**src/rtl/srs_pkg.sv**
```systemverilog
// ----------------------------------------------------------------------------
// srs_pkg
// Shared types and constants for the stable rank sort core and its cells.
// ----------------------------------------------------------------------------
package srs_pkg;

  // Width of one key.
  localparam int KEY_W = 32;

  typedef logic signed [KEY_W-1:0] key_t;

  // Per-cycle command broadcast to every cell of the chain.
  typedef struct packed {
    logic ins;  // insert the broadcast key at its sorted place
    logic shl;  // shift the whole chain one cell toward cell 0
  } srs_ctl_t;

endpackage

```
**src/rtl/srs_cell.sv**
```systemverilog
// ----------------------------------------------------------------------------
// srs_cell
// One cell of the sorting chain: holds one key and its valid bit.
// ----------------------------------------------------------------------------
module srs_cell (
  input  logic              clk,
  input  logic              rst_n,
  input  srs_pkg::srs_ctl_t ctl,
  input  srs_pkg::key_t     ins_key,
  // Left neighbor (toward cell 0).
  input  logic              left_valid,
  input  logic              left_gt,
  input  srs_pkg::key_t     left_key,
  // Right neighbor (away from cell 0).
  input  logic              right_valid,
  input  srs_pkg::key_t     right_key,
  // State seen by the neighbors.
  output logic              valid_o,
  output logic              gt_o,
  output srs_pkg::key_t     key_o
);

  logic          valid_r, valid_nxt;
  srs_pkg::key_t key_r, key_nxt;

  // Strictly greater keys move right; equal keys stay, which keeps ties in
  // arrival order.
  assign gt_o    = valid_r && (key_r > ins_key);
  assign valid_o = valid_r;
  assign key_o   = key_r;

  // Next state: insert step or drain shift.
  always_comb begin
    valid_nxt = valid_r;
    key_nxt   = key_r;
    if (ctl.shl) begin
      valid_nxt = right_valid;
      key_nxt   = right_key;
    end else if (ctl.ins) begin
      if (left_gt) begin
        valid_nxt = 1'b1;
        key_nxt   = left_key;
      end else if (gt_o) begin
        valid_nxt = 1'b1;
        key_nxt   = ins_key;
      end else if (!valid_r && left_valid) begin
        valid_nxt = 1'b1;
        key_nxt   = ins_key;
      end
    end
  end

  // Valid bit is control state; the key is payload.
  always_ff @(posedge clk) begin
    if (!rst_n) begin
      valid_r <= 1'b0;
    end else begin
      valid_r <= valid_nxt;
    end
    key_r <= key_nxt;
  end

endmodule

```
**config.mk**
```make
export PLATFORM = sky130hd
export DESIGN_NAME = srs_cell
export DESIGN_NICKNAME = d
export VERILOG_FILES = /design/src/rtl/srs_pkg.sv /design/src/rtl/srs_cell.sv
export SDC_FILE = /design/constraint.sdc
export NUM_CORES = 1
export LEC_CHECK = 0
export BUFFER_PORTS_ARGS = -buffer_cell sky130_fd_sc_hd__buf_4
export CAP_MARGIN = 40
export CORE_AREA = 2 2 96 98
export CTS_CLUSTER_DIAMETER = 40
export DETAILED_ROUTE_END_ITERATION = 7
export DIE_AREA = 0 0 98 100
export SLEW_MARGIN = 20
export SYNTH_ARGS = -nofsm -noshare
export SYNTH_HDL_FRONTEND = slang
export SYNTH_SLANG_ARGS = --single-unit
```
**constraint.sdc**
```tcl
create_clock -name clk -period 3.7 [get_ports clk]
set_input_delay 0.185 -clock clk [delete_from_list [all_inputs] [get_ports clk]]
set_output_delay 0.185 -clock clk [all_outputs]
set_load 0.01 [all_outputs]
```
==> impl_metrics.tcl <==
set metrics [dict create \
    status "completed" \
    antenna_found_initial 0 \
    place_congestion 0.755 \
    clock_sinks 33 \
    register_area_um2 981 \
    synth-main-ff-cell "edfxtp_1" \
    holdCritPathClass "input pin to register" \
    finalNetCount 534 \
    cp-end-kind "register" \
    routed_wl_mm 6.99 \
    finalCritPeriodShare 0.756 \
    leakagePower_uw 0.00190 \
    synth-edff-count 32 \
    crit_fanout 32 \
    die_h_um 100 \
    clockBufferDepth 2 \
    final_cell_mix "buf_4 (137), nand2_1 (37), o21ai_0 (36)" \
    finalHoldViolations 0 \
    firstDrtPassIters 4 \
    post_drt_via_cell_ratio 4.57 \
    rsz0062_at_grt "no" \
    synth_area_leaders "edfxtp_1 (38%), ha_1 (16%), mux2i_1 (13%), o21ai_0 (7.1%), nand2_1 (5.5%)" \
    wl_per_cell_um 13.7 \
    port_buffers 136 \
    start_util 0.286 \
    place_inst 503 \
    power_density_nw_per_um2 300 \
    htree_levels 2 \
    num_vias 2334 \
    syn-instance-count 266 \
    slew_headroom 0.604 \
    cts_root_buffer "clkbuf_8" \
    hold_buffers 0 \
    synth.ff_latch_count 33 \
    yosysTopAreaCellShare 0.378 \
    worst_pin_slew_ns 0.594 \
    cts_tree "built" \
    rr_worst_depth 8 \
    multiInputGateArea_um2 1390 \
    grt_usage 0.142 \
    cap_viol_max_count 0 \
    ios 137 \
    rows 35 \
    synthDistinctLibCells 30 \
    clk_latency_ns 0.28 \
    finClkSkew_ns 0.00689 \
    cts_resized 0 \
    dieArea_um2 9800 \
    synthArstFlopShare 0 \
    ant_nets 0 \
    die_w_um 98 \
    fin_tns_setup_ns 0 \
    grt_max_degree 67 \
    grt_pass1_vias 2320 \
    drc 0 \
    syn2layout_area_growth_pct 47.3 \
    r2r-start "key_o[31]" \
    ir_worst_vdd_uv 128 \
    fill_cells 902 \
    initialDrtViolationCount 41 \
    syn-num-nets 401 \
    setup.worst_path.start_class "register" \
    cts_setup_buffers 0 \
    critPathArrivalTime_ns 2.73 \
    worstPathRequired_ns 3.63 \
    ys_seq_area_frac 0.386 \
    netlist_area_um2 2540 \
    crit_type "register to register" \
    n_antenna_cell 0 \
    final_max_slew_viol_count 0 \
    r2r-end "key_o[10]" \
    reg2reg_slack_ns 0.90 \
    fmax_mhz 357 \
    cts_buffers 5 \
    fin_ws_ns 0.902 \
    endpoint "key_o[10]" \
    final_design_area_no_fill_um2 3740 \
    place_area_um2 3660 \
    pre_cts_slack_ns 0.915 \
    synth_warnings 0 \
    grt_overflow 0 \
    path_clk_slew_ns 0.07 \
    core-area_um2 8890 \
    crit_start "key_o[31]" \
    synth_top_area_cell "edfxtp_1" \
    detailed_place_hpwl_mm 5.59 \
    mostFrequentLayoutCell "buf_4" \
    grt_pass1_wl_mm 11.1 \
    layout.cells.non_filler 511 \
    final-setup-viol-count 0 \
    fin_crit_ns 2.80 \
    syn_area_per_cell_um2 9.55 \
    layout-drive-gt1-share 0.368 \
]
==> metrics by stage <==
| stage | util | power [uW] | hold WS, ns |
|---|---|---|---|
| 5_1_grt | 0.421 | 1210 | 0.188 |
| 2_1_floorplan | - | 678 | 0.323 |
| 4_1_cts | 0.421 | 1150 | 0.174 |
| 3_3_place_gp | 0.412 | 873 | 0.472 |
| 6_report | 0.421 | 1120 | 0.185 |
| 3_5_place_dp | 0.412 | 880 | 0.472 |
==> cells in the mapped netlist, drive strengths merged (2+ instances only) <==
| cell type | number |
|---|---|
| a21o | 4 |
| a21oi | 14 |
| buf | 3 |
| clkbuf | 8 |
| edfxtp | 32 |
| ha | 32 |
| inv | 34 |
| mux2i | 32 |
| nand2 | 37 |
| nand3 | 6 |
| nand4 | 8 |
| nor2 | 2 |
| nor2b | 2 |
| o211ai | 2 |
| o21ai | 36 |
==> cell families after synthesis <==
logic type	synth area share
and+or+nand+nor	0.120
DFF	0.386
AOI/OAI and AO/OA	0.142
muxes	0.126
adders and majority gates	0.158
buffers and inverters	0.0679
==> worst min path at each step <==
stage	startpoint	to	slack (ns)	cells after the start
detailed placement	right_key[6]	key_o[6]	0.47	3
CTS	right_key[20]	key_o[20]	0.17	3
floorplan	rst_n	valid_o	0.32	2
finish	right_key[29]	key_o[29]	0.18	3
global placement	right_key[6]	key_o[6]	0.47	3
global route	right_key[27]	key_o[27]	0.19	3
==> flip-flops by register name (all words and copies together) (netlist names) <==
| signal | cells |
|---|---|
| key_o | 32 |
| valid_o | 1 |
==> routing by layer <==
layer / wire length, um / up-vias / track usage / part of all wire
met4: 67 / 0 / 0.0395 / 0.0096
met1: 3030 / 1032 / 0.176 / 0.43
met5: 0 / - / 0 / 0
met3: 453 / 5 / 0.0355 / 0.065
li1: - / 1224 / - / -
met2: 3440 / 73 / 0.247 / 0.49
==> worst max-delay path, cell delays in order, from the launching register on <==
cell      delay (ns)
edfxtp_1        0.41
ha_1            0.39
nand4_2         0.19
nor3_1          0.08
a221oi_1        0.23
nor3b_1         0.41
a32oi_1         0.17
o211ai_1        0.12
buf_4           0.41
==> area by class of cell <==
cell class	count	area share
multi-input combinational	188	0.371
timing repair buffer	137	0.275
sequential	33	0.262
tap	111	0.0371
inverter	34	0.0341
clock buffer	8	0.0214
==> report_power, final <==
| group | internal, uW | total, uW | switching, uW |
|---|---|---|---|
| Combinational | 200 | 380 | 180 |
| Sequential | 463 | 486 | 23.0 |
| Clock | 134 | 256 | 122 |
No activity file was read; power rests on OpenSTA's default activity.
